--- config.mk ---
export PLATFORM = sky130hd
export DESIGN_NAME = sui_front_flat
export DESIGN_NICKNAME = d
export VERILOG_FILES = /design/src/rtl/sui_pkg.sv /design/src/rtl/sui_if.sv /design/src/rtl/sui_front.sv /design/src/flat_wrapper.sv
export SDC_FILE = /design/constraint.sdc
export NUM_CORES = 1
export LEC_CHECK = 0
export BUFFER_PORTS_ARGS = -buffer_cell sky130_fd_sc_hd__buf_2
export CAP_MARGIN = 5
export CORE_UTILIZATION = 52
export DETAILED_ROUTE_END_ITERATION = 8
export PLACE_DENSITY = 0.82
export SLEW_MARGIN = 20
export SYNTH_ARGS = -nofsm -noshare
export SYNTH_HDL_FRONTEND = slang
export SYNTH_SLANG_ARGS = --single-unit
--- constraint.sdc ---
create_clock -name clk -period 4.2 [get_ports clk]
set_input_delay 0.42 -clock clk [delete_from_list [all_inputs] [get_ports clk]]
set_output_delay 0.42 -clock clk [all_outputs]
set_load 0.005 [all_outputs]
--- src/rtl/sui_pkg.sv ---
package sui_pkg;

	// Default number of elements each store holds.
	localparam int DEPTH_DEF = 64;

	// Field widths.
	localparam int KIND_W      = 2;
	localparam int ELEM_W      = 32;
	localparam int SET_ID_W    = 2;
	localparam int UNION_CNT_W = 8;
	localparam int INTER_CNT_W = 13;

	// Saturation limits of the two running counts.
	localparam logic [UNION_CNT_W-1:0] UNION_MAX = '1;
	localparam logic [INTER_CNT_W-1:0] INTER_MAX = '1;

	// Entries of the command queue between front and engine (a power of two).
	localparam int QUEUE_DEPTH = 2;

	// Input kind codes.
	localparam logic [KIND_W-1:0] KIND_CLEAR    = 2'd0;
	localparam logic [KIND_W-1:0] KIND_APPEND_A = 2'd1;
	localparam logic [KIND_W-1:0] KIND_APPEND_B = 2'd2;
	localparam logic [KIND_W-1:0] KIND_PULL     = 2'd3;

	// Result set identifiers.
	localparam logic [SET_ID_W-1:0] ID_UNION   = 2'd0;
	localparam logic [SET_ID_W-1:0] ID_INTER   = 2'd1;
	localparam logic [SET_ID_W-1:0] ID_SUMMARY = 2'd2;

	// Commands after classification by the front.
	typedef enum logic [1:0] {
		OP_CLEAR    = 2'd0,
		OP_APPEND_A = 2'd1,
		OP_APPEND_B = 2'd2,
		OP_PULL     = 2'd3
	} op_t;

	// Head of the command queue as seen by the engine.
	typedef struct packed {
		logic                     valid;
		op_t                      op;
		logic signed [ELEM_W-1:0] element;
	} sui_queue_t;

endpackage

--- src/rtl/sui_if.sv ---
// Input channel: one command item per handshake.
interface sui_in_if import sui_pkg::*; ();
	logic                     valid;
	logic                     ready;
	logic [KIND_W-1:0]        kind;
	logic signed [ELEM_W-1:0] element;

	modport source (output valid, kind, element, input ready);
	modport sink (input valid, kind, element, output ready);
endinterface


--- src/rtl/sui_front.sv ---
module sui_front import sui_pkg::*; (
	input  logic       clk,
	input  logic       arst_n,
	sui_in_if.sink     in,
	output sui_queue_t head,
	input  logic       pop
);

	localparam int QW = (QUEUE_DEPTH > 1) ? $clog2(QUEUE_DEPTH) : 1;

	op_t                      op_q   [QUEUE_DEPTH];
	logic signed [ELEM_W-1:0] elem_q [QUEUE_DEPTH];
	logic [QW-1:0]            wr_ptr_q;
	logic [QW-1:0]            rd_ptr_q;
	logic [QW:0]              count_q;
	logic                     push;
	op_t                      in_op;

	// Accept an item whenever the queue has room.
	assign in.ready = (count_q != (QW+1)'(QUEUE_DEPTH));
	assign push     = in.valid && in.ready;

	// Classify the incoming item into an engine command.
	always_comb begin
		unique case (in.kind)
			KIND_CLEAR:    in_op = OP_CLEAR;
			KIND_APPEND_A: in_op = OP_APPEND_A;
			KIND_APPEND_B: in_op = OP_APPEND_B;
			KIND_PULL:     in_op = OP_PULL;
			default:       in_op = OP_PULL;
		endcase
	end

	// Queue storage.
	always_ff @(posedge clk) begin
		if (push) begin
			op_q[wr_ptr_q]   <= in_op;
			elem_q[wr_ptr_q] <= in.element;
		end
	end

	// Queue pointers and fill count.
	always_ff @(posedge clk or negedge arst_n) begin
		if (!arst_n) begin
			wr_ptr_q <= '0;
			rd_ptr_q <= '0;
			count_q  <= '0;
		end else begin
			if (push) begin
				wr_ptr_q <= wr_ptr_q + QW'(1);
			end
			if (pop) begin
				rd_ptr_q <= rd_ptr_q + QW'(1);
			end
			if (push && !pop) begin
				count_q <= count_q + (QW+1)'(1);
			end else if (pop && !push) begin
				count_q <= count_q - (QW+1)'(1);
			end
		end
	end

	// Present the oldest entry to the engine.
	assign head.valid   = (count_q != '0);
	assign head.op      = op_q[rd_ptr_q];
	assign head.element = elem_q[rd_ptr_q];

endmodule

--- src/flat_wrapper.sv ---
// flat-port wrapper written by rule: the top's interface ports become plain ports
module sui_front_flat import sui_pkg::*;
  (clk, arst_n, head, pop, in_valid, in_kind, in_element, in_ready);
  sui_in_if in_i ();
  input  logic clk;
  input  logic arst_n;
  output sui_queue_t head;
  input  logic pop;
  input wire logic [$bits(in_i.valid)-1:0] in_valid;
  input wire logic [$bits(in_i.kind)-1:0] in_kind;
  input wire logic [$bits(in_i.element)-1:0] in_element;
  output wire logic [$bits(in_i.ready)-1:0] in_ready;
  assign in_i.valid = in_valid;
  assign in_i.kind = in_kind;
  assign in_i.element = in_element;
  assign in_ready = in_i.ready;
  sui_front u_core (.clk(clk), .arst_n(arst_n), .in(in_i), .head(head), .pop(pop));
endmodule
# After elaboration in Yosys (flattened, before gate mapping)
# Memory sizes are Yosys's and may differ from the RTL's.
# Cells that the tools add are included.
[word_totals]
register_bits = 4
mem_bits_rw = 68
input_bits = 38
n_memories = 2
[memory_table]
columns = ["name", "words", "word_bits", "read_ports", "rd_ports_with_merged_regs", "write_ports", "line_no", "rtl"]
rows = [
  ["u_core.elem_q", 2, 32, 1, 0, 1, "sui_front.sv:12", "logic signed [ELEM_W-1:0] elem_q [QUEUE_DEPTH];"],
  ["u_core.op_q", 2, 2, 1, 0, 1, "sui_front.sv:11", "op_t op_q [QUEUE_DEPTH];"],
]
[classes]
add_sub_neg = 4
eq_ne = 4
muxes = 5
reduce_logical = 8
[op_table]
columns = ["operator", "n"]
rows = [
  ["$pmux 2 s4", 1],
  ["$eq 2x2->1 const B", 2],
  ["$mux 2", 2],
  ["$reduce_bool 2->1", 2],
  ["$logic_and 1x1->1", 3],
  ["$add 1x1->1 const B", 2],
  ["$add 2x1->2 const B", 1],
  ["$eq 2x1->1 const B", 1],
  ["$logic_not 1->1", 2],
  ["$logic_not 2->1", 1],
  ["$mux 1", 2],
  ["$ne 2x2->1 const B", 1],
  ["$sub 2x1->2 const B", 1],
]

# Longest topological paths before layout
[depth]
word_depth = 6
depth_mapped = 7

# Worst setup path before layout
# Ideal clock, no wire load.
[synth_path]
path_type = "flip-flop to flip-flop"
start = "register u_core.count_q[0]"
end = "memory u_core.elem_q[0][0], enable pin"
setup_time_ns = 0.425
t_arrival_ns = 2.087
setup_slack_ns = 1.688
stages_incl_launch_ff = 4
n_path_buf = 0
period_less_slack_ns = 2.512
cell_sequence = "dfrtp_1 -> nand2b_1 -> nand2_1 -> nor2_1"
[synth_via]
elab_chain_len = 4
[synth_lines]
columns = ["item", "line_no", "rtl"]
rows = [
  ["start, declared", "sui_front.sv:15", "logic [QW:0] count_q;"],
  ["start signal, assigned", "sui_front.sv:56", "count_q <= count_q + (QW+1)'(1);"],
  ["start signal, assigned", "sui_front.sv:58", "count_q <= count_q - (QW+1)'(1);"],
  ["$ne 2x2->1", "sui_front.sv:20", "assign in.ready = (count_q != (QW+1)'(QUEUE_DEPTH));"],
  ["via in_ready", "flat_wrapper.sv:12", "output wire logic [$bits(in_i.ready)-1:0] in_ready;"],
  ["$logic_and 1x1->1", "sui_front.sv:21", "assign push = in.valid && in.ready;"],
  ["$mux 1", "sui_front.sv:36", "if (push) begin"],
  ["$mux 1 (implied by the code)", "sui_front.sv:38", "elem_q[wr_ptr_q] <= in.element;"],
  ["end, declared", "sui_front.sv:12", ""],
]
# The timed path passes the listed nets, and every way through them passes these cells.

==> flow_metrics.env <==
export IMPL_drive_above_1_share_pct=60.2
export IMPL_synth_area_leaders="edfxtp_1 (73%), mux2_4 (16%), dfrtp_1 (3.6%)"
export IMPL_seqPwrFrac_pct=49.3
export IMPL_report_final_slew_viol_count=0
export IMPL_finClkSkew_ps=12.6
export IMPL_netlist_area_leader_share_pct=72.8
export IMPL_cts_resized=0
export IMPL_final_setup_tns_ps=0
export IMPL_fin_total_pwr_mw=2.27
export IMPL_switching_share_pct=26.3
export IMPL_yosysSeqAreaShare_pct=76.3
export IMPL_internal_power_mw=1.68
export IMPL_cp_start_kind="register"
export IMPL_syn_avg_cell_area_um2=22.3
export IMPL_cts_root_buffer_cell="clkbuf_8"
export IMPL_fin_crit_sh_pct=56.5
export IMPL_io_pins=74
export IMPL_synth_async_reset_ratio_pct=5.56
export IMPL_rsz0062_at_grt="false"
export IMPL_cp_max_fo=35
export IMPL_synth_net_count=165
export IMPL_core_um2=5140
export IMPL_placed_cell_area_um2=3200
export IMPL_crit_arrival_ps=1950
export IMPL_drt_iter0_markers=44
export IMPL_num_vias=1331
export IMPL_clockPowerShare_pct=23.9
export IMPL_numPortBuffers=73
export IMPL_dieArea_um2=5690
export IMPL_cts_tree="built"
export IMPL_via_per_inst=4.74
export IMPL_area_growth_pct=21.6
export IMPL_ys_flop_type="edfxtp_1"
export IMPL_drc=0
export IMPL_relSlewSlack_pct=30.6
export IMPL_clk_pin_slew_ps=80
export IMPL_p_switching_mw=0.598
export IMPL_syn_area_um2=2810
export IMPL_hpwl_mm=2.74
export IMPL_synth_most_common_cell="edfxtp_1"
export IMPL_nNetsFinal=245
export IMPL_gp_congestion=0.753
export IMPL_worst_pin_slew_ps=1040
export IMPL_ctsHtreeMaxLevel=3
export IMPL_num_antenna_cells=0
export IMPL_wl_per_cell_um=14.9
export IMPL_pwr_density_cell_nw_per_um2=666
export IMPL_irDropWorstVdd_mv=0.582
export IMPL_antenna_found_initial=0
export IMPL_cts_inserted_buffers=9
export IMPL_grt_pass1_wl_mm=6.08
export IMPL_synth_top_cell_by_area="edfxtp_1"
export IMPL_yosys_register_bits=72
export IMPL_grt_overflow=0
export IMPL_grt_pass1_vias=1308
export IMPL_setup_viol=0
export IMPL_synth_warnings=0
export IMPL_row_count=26
export IMPL_synth_cell_types=16
export IMPL_die_x_um=75.5
export IMPL_synth_edff_count=68
export IMPL_clock_fmax_ghz=0.421
export IMPL_drv_cap=0
export IMPL_outcome="finished clean"
export IMPL_antenna_left=0
export IMPL_numClockSinks=72
export IMPL_grt_max_degree=36
export IMPL_grt_util_all_layers_pct=15.8
export IMPL_die_height_um=75.5
export IMPL_routed_wl_mm=4.18
export IMPL_start_util_pct=54.6
export IMPL_detail_route_first_pass_iterations=4
export IMPL_end_kind="primary output"
export IMPL_final_cell_area_um2=3410
export IMPL_synth_top_cells_by_count="edfxtp_1 (68), mux2_4 (29), mux2_2 (5), dfrtp_1 (4)"
export IMPL_critPathKind="register to primary output"
export IMPL_clk_path_buf_depth=2
export IMPL_pwr_share_comb_pct=26.8
export IMPL_min_period_ps=2370
export IMPL_power_leakage_nw=1.39
export IMPL_min_path_type="input pin to register"
export IMPL_clk_latency_ps=340
export IMPL_synth_cells=126
export IMPL_cp_required_ps=3780
export IMPL_hold_violations=0
[worst paths after layout]
| path | slack [ps] | cells past startpoint | end | start |
|---|---|---|---|---|
| worst max-delay path | 1830 | 2 | head[23] | u_core.rd_ptr_q |
| worst min-delay path | 260 | 1 | u_core.op_q[0][0] | in_kind[0] |
| worst max register to register | 2230 | 3 | u_core.elem_q[1][11] | u_core.count_q[0] |
| worst min register to register | 490 | 1 | u_core.count_q[1] | u_core.count_q[1] |
| max in group asynchronous | 3650 | 2 | u_core.rd_ptr_q | arst_n |
| min in group asynchronous | 410 | 2 | u_core.wr_ptr_q | arst_n |
[critical path, stage by stage (launching register included)]
cell	delay (ps)
dfrtp_2	1040
mux2_2	420
buf_2	130
[power by group through the flow]
stage / sequential [mW] / combinational [mW] / clock [mW]
2_1_floorplan: 1.04 / 0.537 / 0
3_3_place_gp: 1.13 / 0.615 / 0
3_5_place_dp: 1.14 / 0.622 / 0
4_1_cts: 1.13 / 0.624 / 0.556
5_1_grt: 1.14 / 0.671 / 0.577
6_report: 1.12 / 0.610 / 0.542
[state kept, by name, indices dropped and copies added, names as in the netlist]
signal	cells
u_core.op_q	4
u_core.rd_ptr_q	1
u_core.elem_q	64
u_core.count_q	2
u_core.wr_ptr_q	1
[cells in the final DEF (no fill, tap or decap), types with 2 or more instances in the layout]
master,count
inv_1,2
clkinvlp_4,2
mux2_4,29
mux2_2,5
clkinv_2,2
xnor2_1,2
xor2_1,3
clkbuf_8,11
edfxtp_1,68
buf_2,73
dfrtp_1,3
[per-stage QoR]
stage	util [%]	hold slack (ps)	worst slack, ps	cells
floorplan	-	124	1690	126
global placement	62.2	230	2160	264
detailed placement	62.2	235	2160	264
CTS	66.4	244	1790	281
global route	66.4	254	1740	281
finish	66.4	263	1830	281
[layer usage]
layer,up-vias,global-route usage (%),wire (um)
met5,-,0,0
met4,0,12.3,110
met3,8,3.31,149
met2,42,25.5,2210
met1,641,18.7,1710
li1,640,-,-
[logic make-up (layout without fill, tap and decap cells)]
logic type,after synthesis,in the layout,synth area share [%]
adder cells (fa/ha/maj),1,1,0.446
buffers and inverters,8,93,3.08
flip-flops,72,72,76.3
AND/OR/NAND/NOR,6,6,1.07
XOR/XNOR,5,5,1.56
multiplexers,34,34,17.5
[layout make-up]
cell class | instances | area [um2]
clock buffers | 11 | 151
clock inverters | 5 | 55.1
fillers | 385 | 1730
inverters | 2 | 7.51
multi-input cells | 46 | 586
flip-flops and latches | 72 | 2140
well taps | 70 | 87.6
repair buffers | 75 | 383
[repair_timing]
action / in CTS / in global routing
buffers inserted: 0 / 0
hold endpoints to repair: 4 / 0
hold buffers: 1 / 0
(Power assumes the default switching activity.)
